### src/hdl/nsfv_pkg.sv
// nsfv_pkg: shared types, constants and command codes of the frame validator
// no dependencies
package nsfv_pkg;

    localparam int unsigned MaxModeDefault = 2;
    localparam logic [31:0] TimeoutReset   = 32'd90000;
    localparam int unsigned FrameLen       = 20;

    typedef enum logic [1:0] {
        FUNC_BYTE = 2'd0,
        FUNC_TICK = 2'd1,
        FUNC_TAKE = 2'd2,
        FUNC_NONE = 2'd3
    } t_func;

    localparam logic [2:0] ST_INVALID = 3'd0;
    localparam logic [2:0] ST_READY   = 3'd1;
    localparam logic [2:0] ST_STOPPED = 3'd2;
    localparam logic [2:0] ST_FIX     = 3'd3;
    localparam logic [2:0] ST_TAKEN   = 3'd4;

    localparam logic [7:0] TYPE_START = 8'd8;
    localparam logic [7:0] TYPE_FIX   = 8'd9;
    localparam logic [7:0] TYPE_STOP  = 8'd11;

    localparam logic [7:0] VER_1 = 8'h01;
    localparam logic [7:0] VER_2 = 8'h02;

    // work item handed from front to back
    typedef struct packed {
        t_func       func;
        logic [4:0]  len;
        logic [31:0] route;
        logic        busy;
        logic [31:0] now;
        logic        link;
        logic [159:0] frame;
    } t_cmd;

endpackage

### src/hdl/nsfv_front.sv
// nsfv_front: assembles frame bytes and length, emits commands
// depends on nsfv_pkg
module nsfv_front
    import nsfv_pkg::*;
(
    input  logic         i_clk,
    input  logic         i_rst_n,
    input  logic         i_push,
    output logic         o_full,
    input  logic [1:0]   i_func,
    input  logic [7:0]   i_data_byte,
    input  logic         i_last_byte,
    input  logic [31:0]  i_route,
    input  logic         i_busy_req,
    input  logic [31:0]  i_now,
    input  logic         i_link_active,
    output logic         o_cmd_valid,
    output t_cmd         o_cmd,
    input  logic         i_cmd_full
);

    logic [7:0]  r_buf [FrameLen];
    logic [4:0]  r_cnt;
    logic        in_room;
    logic [4:0]  n_len;
    logic        fire;

    assign o_full = i_cmd_full;
    assign fire   = i_push && !i_cmd_full;
    assign in_room = (r_cnt < 5'(FrameLen));
    assign n_len   = (r_cnt == 5'd31) ? 5'd31 : r_cnt + 5'd1;

    always_ff @(posedge i_clk) begin
        if (fire && t_func'(i_func) == FUNC_BYTE && in_room) begin
            r_buf[r_cnt] <= i_data_byte;
        end
    end

    always_ff @(posedge i_clk) begin
        if (!i_rst_n) begin
            r_cnt   <= '0;
        end else if (fire && t_func'(i_func) == FUNC_BYTE) begin
            if (i_last_byte) begin
                r_cnt   <= '0;
            end else begin
                r_cnt   <= n_len;
            end
        end
    end

    always_comb begin
        o_cmd.func  = t_func'(i_func);
        o_cmd.len   = n_len;
        o_cmd.route = i_route;
        o_cmd.busy  = i_busy_req;
        o_cmd.now   = i_now;
        o_cmd.link  = i_link_active;
        for (int k = 0; k < FrameLen; k++) begin
            // current byte bypasses the buffer
            if (in_room && r_cnt == 5'(k)) o_cmd.frame[8*k +: 8] = i_data_byte;
            else                           o_cmd.frame[8*k +: 8] = r_buf[k];
        end
        o_cmd_valid = 1'b0;
        if (fire) begin
            unique case (t_func'(i_func))
                FUNC_BYTE: o_cmd_valid = i_last_byte;
                FUNC_TICK, FUNC_TAKE: o_cmd_valid = 1'b1;
                default:   o_cmd_valid = 1'b0;
            endcase
        end
    end

endmodule

### src/hdl/nsfv_queue.sv
// nsfv_queue: two-entry queue of commands between front and back
// depends on nsfv_pkg
module nsfv_queue
    import nsfv_pkg::*;
(
    input  logic i_clk,
    input  logic i_rst_n,
    input  logic i_wr,
    input  t_cmd i_cmd,
    output logic o_full,
    output logic o_valid,
    output t_cmd o_cmd,
    input  logic i_rd
);

    t_cmd       r_q [2];
    logic       r_wp, r_rp;
    logic [1:0] r_cnt;

    assign o_full  = (r_cnt == 2'd2);
    assign o_valid = (r_cnt != 2'd0);
    assign o_cmd   = r_q[r_rp];

    always_ff @(posedge i_clk) begin
        if (i_wr) r_q[r_wp] <= i_cmd;
    end

    always_ff @(posedge i_clk) begin
        if (!i_rst_n) begin
            r_wp  <= 1'b0;
            r_rp  <= 1'b0;
            r_cnt <= '0;
        end else begin
            if (i_wr) r_wp <= ~r_wp;
            if (i_rd) r_rp <= ~r_rp;
            r_cnt <= r_cnt + 2'(i_wr) - 2'(i_rd);
        end
    end

endmodule

### src/hdl/nsfv_back.sv
// nsfv_back: validates commands, updates the session, holds the one-entry result register
// depends on nsfv_pkg
module nsfv_back
    import nsfv_pkg::*;
#(
    parameter int unsigned MAX_MODE = MaxModeDefault
) (
    input  logic         i_clk,
    input  logic         i_rst_n,
    input  logic         i_valid,
    input  t_cmd         i_cmd,
    output logic         o_rd,
    input  logic [31:0]  i_timeout,
    input  logic         i_pop,
    output logic         o_empty,
    output logic [2:0]   o_status_code,
    output logic [31:0]  o_status_id,
    output logic [15:0]  o_status_sequence,
    output logic         o_position_valid,
    output logic [30:0]  o_latitude,
    output logic [31:0]  o_longitude,
    output logic [5:0]   o_accuracy,
    output logic         o_off_route,
    output logic         o_force_refresh,
    output logic [1:0]   o_refresh_mode
);

    localparam logic [1:0] ModeDef = 2'(MAX_MODE);

    logic [159:0] r_fix;
    logic r_act, r_fixp, r_pend;
    logic [1:0]  r_mode;
    logic [31:0] r_sess, r_route, r_stop, r_last;
    logic r_ov;

    logic [159:0] n_fix;
    logic n_act, n_fixp, n_pend;
    logic [1:0]  n_mode;
    logic [31:0] n_sess, n_route, n_stop, n_last;

    logic [2:0]  code;
    logic [31:0] id;
    logic [15:0] seq;
    logic        force_v;
    logic [7:0]  b [FrameLen];
    logic [4:0]  n;
    logic        go;
    logic signed [31:0] lat, lon;
    logic [15:0] acc, age, adv;
    logic        pv;

    assign o_empty = !r_ov;
    assign go = i_valid && (!r_ov || i_pop);
    assign o_rd = go;

    always_comb begin
        for (int k = 0; k < FrameLen; k++) b[k] = i_cmd.frame[8*k +: 8];
        n = i_cmd.len;
        n_fix = r_fix; n_act = r_act; n_fixp = r_fixp; n_pend = r_pend;
        n_mode = r_mode; n_sess = r_sess; n_route = r_route; n_stop = r_stop;
        n_last = r_last;
        code = ST_INVALID; id = '0; seq = '0; force_v = 1'b0;
        lat = $signed({b[10], b[9], b[8], b[7]});
        lon = $signed({b[14], b[13], b[12], b[11]});
        acc = {b[16], b[15]};
        age = {b[18], b[17]};
        adv = '0;
        case (i_cmd.func)
            FUNC_BYTE: begin
                if (n >= 5'd5) begin
                    if (b[0] == TYPE_START) begin
                        if (n >= 5'd10) id = {b[9], b[8], b[7], b[6]};
                    end else begin
                        id = {b[4], b[3], b[2], b[1]};
                    end
                end
                if (n >= 5'd7 && b[0] == TYPE_FIX) seq = {b[6], b[5]};
                adv = seq - r_fix[47:40] - {r_fix[55:48], 8'd0};
                if (id == '0) begin
                    code = ST_INVALID;
                end else if (b[0] == TYPE_START) begin
                    logic okv;
                    logic [1:0] md;
                    okv = 1'b0; md = ModeDef;
                    if (n == 5'd10) okv = (b[1] == VER_1);
                    else if (n == 5'd11) begin
                        okv = (b[1] == VER_2) && (b[10] <= 8'(MAX_MODE));
                        md = b[10][1:0];
                    end
                    if (!okv || i_cmd.route == '0 || {b[5], b[4], b[3], b[2]} != i_cmd.route
                        || i_cmd.busy) begin
                        code = ST_INVALID;
                    end else if (r_act) begin
                        code = (id == r_sess && i_cmd.route == r_route) ? ST_READY : ST_INVALID;
                    end else if (id == r_sess || id == r_stop) begin
                        code = ST_INVALID;
                    end else begin
                        n_sess = id; n_route = i_cmd.route; n_act = 1'b1; n_fixp = 1'b0;
                        n_mode = md; n_last = i_cmd.now; code = ST_READY;
                    end
                end else if (b[0] == TYPE_STOP) begin
                    if (n != 5'd5) code = ST_INVALID;
                    else if (!r_act && id == r_stop) code = ST_STOPPED;
                    else if (!r_act || id != r_sess) code = ST_INVALID;
                    else begin
                        n_stop = id; n_act = 1'b0; n_fixp = 1'b0; n_pend = 1'b0;
                        n_mode = ModeDef; code = ST_STOPPED;
                    end
                end else if (b[0] != TYPE_FIX || n != 5'd20 || !r_act || id != r_sess
                             || i_cmd.busy) begin
                    code = ST_INVALID;
                end else if (i_cmd.route != r_route) begin
                    n_act = 1'b0; n_fixp = 1'b0; n_pend = 1'b0; n_mode = ModeDef;
                end else if (lat < -32'sd900000000 || lat > 32'sd900000000
                             || lon < -32'sd1800000000 || lon > 32'sd1800000000
                             || acc < 16'd1 || acc > 16'd50 || age > 16'd15000
                             || b[19] > 8'd3) begin
                    code = ST_INVALID;
                end else if (r_fixp && adv == '0) begin
                    // a repeat is accepted only if it equals the stored fix byte for byte
                    code = (i_cmd.frame == r_fix) ? ST_FIX : ST_INVALID;
                end else if (r_fixp && adv[15]) begin
                    code = ST_INVALID;
                end else begin
                    n_fix = i_cmd.frame; n_fixp = 1'b1; n_pend = b[19][1];
                    n_last = i_cmd.now; code = ST_FIX;
                end
            end
            FUNC_TICK: begin
                if (r_act && !i_cmd.link && (i_cmd.now - r_last) >= i_timeout) begin
                    n_act = 1'b0; n_fixp = 1'b0; n_pend = 1'b0; n_mode = ModeDef;
                end
            end
            FUNC_TAKE: begin
                code = ST_TAKEN; force_v = r_pend; n_pend = 1'b0;
            end
            default: ;
        endcase
        // position uses the state after this command
        pv = n_act && n_fixp && i_cmd.link;
    end

    always_ff @(posedge i_clk) begin
        if (!i_rst_n) begin
            r_act <= 1'b0; r_fixp <= 1'b0; r_pend <= 1'b0; r_mode <= ModeDef;
            r_sess <= '0; r_route <= '0; r_stop <= '0; r_last <= '0; r_ov <= 1'b0;
        end else begin
            if (go) begin
                r_act <= n_act; r_fixp <= n_fixp; r_pend <= n_pend; r_mode <= n_mode;
                r_sess <= n_sess; r_route <= n_route; r_stop <= n_stop; r_last <= n_last;
            end
            if (go) r_ov <= 1'b1;
            else if (i_pop) r_ov <= 1'b0;
        end
    end

    always_ff @(posedge i_clk) begin
        if (go) begin
            r_fix             <= n_fix;
            o_status_code     <= code;
            o_status_id       <= id;
            o_status_sequence <= seq;
            o_position_valid  <= pv;
            o_latitude        <= pv ? n_fix[86:56] : '0;
            o_longitude       <= pv ? n_fix[119:88] : '0;
            o_accuracy        <= pv ? n_fix[125:120] : '0;
            o_off_route       <= pv ? n_fix[152] : 1'b0;
            o_force_refresh   <= force_v;
            o_refresh_mode    <= n_mode;
        end
    end

endmodule

### src/hdl/nav_session_frame_validator.sv
// nav_session_frame_validator: top level, config register and the three parts
// depends on nsfv_pkg, nsfv_front, nsfv_queue, nsfv_back
//
// channel  | direction | handshake
// input    | in        | i_push / o_full
// result   | out       | o_empty / i_pop
// config   | in        | APB psel/penable/pwrite, pready always high
//
// one item per cycle unless o_full; a frame byte is absorbed in its cycle,
// commands pass a two-entry queue and the validator registers one result a
// cycle, as its command leaves the queue, into a one-entry output register
// when empty or popped. reset is synchronous and needs no clearing pass.
module nav_session_frame_validator
    import nsfv_pkg::*;
#(
    parameter int unsigned MAX_MODE = MaxModeDefault
) (
    input  logic        i_clk,
    input  logic        i_rst_n,
    input  logic        i_push,
    output logic        o_full,
    input  logic [1:0]  i_func,
    input  logic [7:0]  i_data_byte,
    input  logic        i_last_byte,
    input  logic [31:0] i_route,
    input  logic        i_busy_req,
    input  logic [31:0] i_now,
    input  logic        i_link_active,
    output logic        o_empty,
    input  logic        i_pop,
    output logic [2:0]  o_status_code,
    output logic [31:0] o_status_id,
    output logic [15:0] o_status_sequence,
    output logic        o_position_valid,
    output logic [30:0] o_latitude,
    output logic [31:0] o_longitude,
    output logic [5:0]  o_accuracy,
    output logic        o_off_route,
    output logic        o_force_refresh,
    output logic [1:0]  o_refresh_mode,
    input  logic        psel,
    input  logic        penable,
    input  logic        pwrite,
    input  logic [1:0]  paddr,
    input  logic [31:0] pwdata,
    output logic [31:0] prdata,
    output logic        pready
);

    logic [31:0]  r_timeout;
    logic         cmd_valid, q_full, q_valid, q_rd;
    t_cmd         cmd, q_cmd;

    assign pready = 1'b1;
    assign prdata = (paddr == 2'd0) ? r_timeout : '0;

    always_ff @(posedge i_clk) begin
        if (!i_rst_n) r_timeout <= TimeoutReset;
        else if (psel && penable && pwrite && paddr == 2'd0) r_timeout <= pwdata;
    end

    nsfv_front u_front (
        .i_clk, .i_rst_n, .i_push, .o_full, .i_func, .i_data_byte, .i_last_byte,
        .i_route, .i_busy_req, .i_now, .i_link_active,
        .o_cmd_valid(cmd_valid), .o_cmd(cmd), .i_cmd_full(q_full)
    );

    nsfv_queue u_queue (
        .i_clk, .i_rst_n, .i_wr(cmd_valid), .i_cmd(cmd), .o_full(q_full),
        .o_valid(q_valid), .o_cmd(q_cmd), .i_rd(q_rd)
    );

    nsfv_back #(.MAX_MODE(MAX_MODE)) u_back (
        .i_clk, .i_rst_n, .i_valid(q_valid), .i_cmd(q_cmd), .o_rd(q_rd),
        .i_timeout(r_timeout), .i_pop, .o_empty,
        .o_status_code, .o_status_id, .o_status_sequence, .o_position_valid,
        .o_latitude, .o_longitude, .o_accuracy, .o_off_route, .o_force_refresh,
        .o_refresh_mode
    );

endmodule

### config.mk
export PLATFORM = sky130hd
export DESIGN_NAME = nav_session_frame_validator
export DESIGN_NICKNAME = d
export VERILOG_FILES = /design/src/hdl/nsfv_pkg.sv /design/src/hdl/nsfv_front.sv /design/src/hdl/nsfv_queue.sv /design/src/hdl/nsfv_back.sv /design/src/hdl/nav_session_frame_validator.sv
export SDC_FILE = /design/constraint.sdc
export NUM_CORES = 2
export LEC_CHECK = 0
export ABC_AREA = 1
export BUFFER_PORTS_ARGS = -buffer_cell sky130_fd_sc_hd__buf_4
export CORE_ASPECT_RATIO = 1.4
export CORE_MARGIN = 10
export CORE_UTILIZATION = 45
export CTS_CLUSTER_DIAMETER = 60
export DETAILED_ROUTE_END_ITERATION = 16
export PLACE_DENSITY = 0.6
export SLEW_MARGIN = 15
export SYNTH_ARGS = -nofsm -noshare
export SYNTH_HDL_FRONTEND = slang
export SYNTH_SLANG_ARGS = --single-unit
### constraint.sdc
create_clock -name i_clk -period 29.7 [get_ports i_clk]
set_clock_uncertainty 0.05 [all_clocks]
set_input_delay 4.455 -clock i_clk [delete_from_list [all_inputs] [get_ports i_clk]]
set_output_delay 4.455 -clock i_clk [all_outputs]
set_load 0.05 [all_outputs]
==> impl_summary.log <==
[metrics] status: completed
[metrics] buffers inserted during post-CTS setup optimization: 0
[metrics] number of hold violations in the final report: 0
[metrics] Port Buffers: 276
[metrics] period utilization: 33.9%
[metrics] Ys Warns: 0
[metrics] root buffer cell: clkbuf_16
[metrics] cell chain of the critical path: buf_4 > nor2_1 > inv_1 > nor2_1 > buf_4
[metrics] leakage power: 23.1 nW
[metrics] Remaining Overflow, GRT: 0
[metrics] clock tree from TritonCTS: built
[metrics] TritonCTS sink count: 1,087
[metrics] final count of negative-setup-slack endpoints: 0
[metrics] boundary pin count: 278
[metrics] number of antenna violations at the first check in global routing: 5
[metrics] most area-consuming cells after synthesis: edfxtp_1, nand2_1, dfxtp_1, o21ai_0, inv_1
[metrics] Starting Density: 45.4%
[metrics] Clock H-tree levels: 3
[metrics] Synth top area share: 53.8%
[metrics] global-route total usage across every layer: 24.5%
[metrics] CP Max Fanout: 32
[metrics] placed wire-length estimate after detailed placement: 112 mm
[metrics] number of hold-repair buffers added at the cts stage: 0
[metrics] post-synthesis net count: 5,451
[metrics] required time of the critical path: 25.19 ns
[metrics] post-synthesis instance total: 5,229
[metrics] async set or reset register ratio after synthesis: 0%
[metrics] via count of the first global-routing pass: 35,593
[metrics] post-synthesis instance area: 50,900 sq um
[metrics] number of iterations in the first detailed-routing pass: 6
[metrics] number of nets with antenna violations after detailed routing: 0
[metrics] transition time at the pin with the least slew margin: 1.06 ns
[metrics] number of unique standard cell types used by synthesis: 56
[metrics] final weighted congestion of routability-driven global placement: 0.931
[metrics] routed via count divided by cell count: 5.39
[metrics] Yosys reg bits: 1,087
[metrics] area growth from synthesis to layout: 13.9%
[metrics] max-slew violation count: 0
[metrics] clock buffer depth: 3
[metrics] Site Rows: 145
[metrics] Max Fclk: 0.0994 GHz
[metrics] Fin Setup TNS: 0 ns
[metrics] worst setup path class: in -> out
[metrics] Seq/Total Area, Yosys: 60.7%
[metrics] maximum number of pins on one net before global-route repair: 141
[metrics] finished layout cell area: 57,900 sq um
[metrics] max cap viols: 0
[metrics] Final nets: 5,699
[metrics] post-detailed-routing wire length: 161 mm
[metrics] total power density per cell area: 93.2 nW/um^2
[metrics] endpoint arrival time on the critical path: 5.56 ns
[metrics] total die area: 127,000 sq um
[metrics] Worst VDD drop: 0.0000778 V
[metrics] layout cells sized above 1: 12.3%
[metrics] DRC Markers: 0
[metrics] critical-path cell with the highest stage delay: inv_1
[metrics] number of instances resized during post-cts repair: 0
[metrics] endpoint class of the critical path: output port
[metrics] number of enable-type register cells in the synthesized netlist: 911
[metrics] core area: 112,000 sq um
[metrics] average wire length per cell after detail routing: 22.9 um
[metrics] violation count after the first detailed-routing iteration: 3,807
[metrics] Top FF cell, synth: edfxtp_1
[metrics] Die Y: 418 um
[metrics] Post-Syn Area per Cell: 9.73 sq um
[metrics] clock buffer count from CTS: 109
[metrics] setup repair after global routing missed its margin: no
[metrics] most instantiated library cell after synthesis: nand2_1
[metrics] Slew HR: 29.6%
[metrics] cell area reported after detailed placement: 54,400 sq um
[metrics] total via count after detailed routing: 37,922
[metrics] die span in x: 304 um
[metrics] launching element type of the critical path: input pin
[metrics] class of the tightest hold or removal check: reg -> reg
[metrics] largest area contributor in the synthesized netlist: edfxtp_1
[metrics] latest clock arrival within the worst-skew pair: 0.75 ns
[metrics] min cycle time layout: 10.06 ns
[metrics] clock slew seen by the registers of the worst setup and hold paths: 0.06 ns
[metrics] max incr delay on CP: 0.66 ns
[metrics] most numerous cell types in the synthesized netlist: nand2_1, edfxtp_1, inv_1
[metrics] first-pass GRT wire length: 235 mm
## through the flow
stage | util, % | instances | hold WS (ns) | setup WS [ns] | total power (W)
after detailed placement | 48.6 | 6836 | 0.379 | 19.62 | 0.00406
after global routing | 51.8 | 7036 | 0.415 | 19.48 | 0.00565
after global placement | 48.6 | 6836 | 0.373 | 19.65 | 0.00404
final | 51.8 | 7037 | 0.388 | 19.64 | 0.00540
after CTS | 51.8 | 7036 | 0.389 | 19.61 | 0.00541
after floorplan | - | 5229 | 0.372 | 7.61 | 0.00336
## where the power goes
group	switching, W	internal [W]
Combinational	0.00151	0.000534
Clock	0.000617	0.000743
Sequential	0.0000897	0.00190
Total	0.00222	0.00318
## routing by layer
layer	vias up	track usage [%]	share of wire [%]
li1	18101	-	-
met4	6	11.7	4.9
met5	-	0	0.028
met1	18161	29.8	39
met2	1365	42.6	50
met3	289	3.50	6.4
## state kept, by name, indices dropped and copies added, names as in the netlist, 2 cells and up, named ones only
name and cells:
u_back.r_mode 2, u_queue.r_q 466, u_back.o_status_id 32, u_back.o_latitude 31, u_front.r_cnt 5, u_back.r_route 32
u_back.o_longitude 32, u_queue.r_cnt 2, u_front.r_buf 160, u_back.o_refresh_mode 2, u_back.r_fix 160, u_back.o_status_sequence 16
u_back.o_status_code 3, r_timeout 32, u_back.r_last 32, u_back.r_sess 32, u_back.o_accuracy 6, u_back.r_stop 32
## worst paths after layout
check / cells after the start / start / slack (ns) / to
worst max-delay path: 5 / paddr[1] / 19.64 / prdata[14]
worst min-delay path: 1 / u_queue.r_rp / 0.39 / register
worst max register to register: 29 / register / 20.97 / u_back.r_fix[133]
worst min register to register: 1 / u_queue.r_rp / 0.39 / register
## worst max-delay path, delay by kind of cell
kind,cells,cell delay (ns)
buffers and inverters,3,0.97
and+or+nand+nor,2,0.13
## placed cells by master, fill, tap and decap left out, types with 5 or more instances in the layout
cell type / instances
inv_1: 502
clkinv_1: 25
nand2_2: 5
xor2_1: 100
inv_2: 79
bufinv_16: 5
nor2_1: 390
a221oi_1: 6
dfxtp_1: 175
nor3_1: 45
clkbuf_1: 27
xnor2_1: 83
o211ai_1: 12
clkinvlp_4: 7
o21ai_0: 399
nor4_1: 21
nand2_1: 1318
mux2i_1: 5
clkinv_2: 15
o2111ai_1: 5
o22ai_1: 19
inv_6: 7
nand3_2: 17
nor2_4: 6
or2_0: 16
clkbuf_16: 111
a21oi_1: 221
nand4_1: 132
o21ai_1: 25
a21boi_0: 6
edfxtp_1: 911
ha_1: 102
buf_4: 345
nand3b_1: 18
a211oi_1: 28
a21o_1: 8
or2_2: 63
nand3_1: 251
## final cells by class
cell class,count,area [sq um]
repair buffers,346,2610
multi-input cells,3342,16900
well taps,1470,1840
clock buffers,140,2910
fillers,10140,54000
inverters,591,2220
diodes,1,2.50
clock inverters,60,593
flip-flops and latches,1087,30900
## kinds of logic (layout without fill, tap and decap cells)
| group | count (synthesis) | after routing | share of synthesized area, % |
|---|---|---|---|
| xor+xnor | 183 | 183 | 3.15 |
| buf+inv | 800 | 1137 | 6.22 |
| compound gates | 750 | 750 | 7.89 |
| other cells | 1 | 2 | 0.00737 |
| simple gates | 2299 | 2299 | 19.3 |
| flops | 1087 | 1087 | 60.7 |
| fa+ha+maj | 104 | 104 | 2.59 |
| mux | 5 | 5 | 0.0984 |
Power figures use the tool's default switching activity.
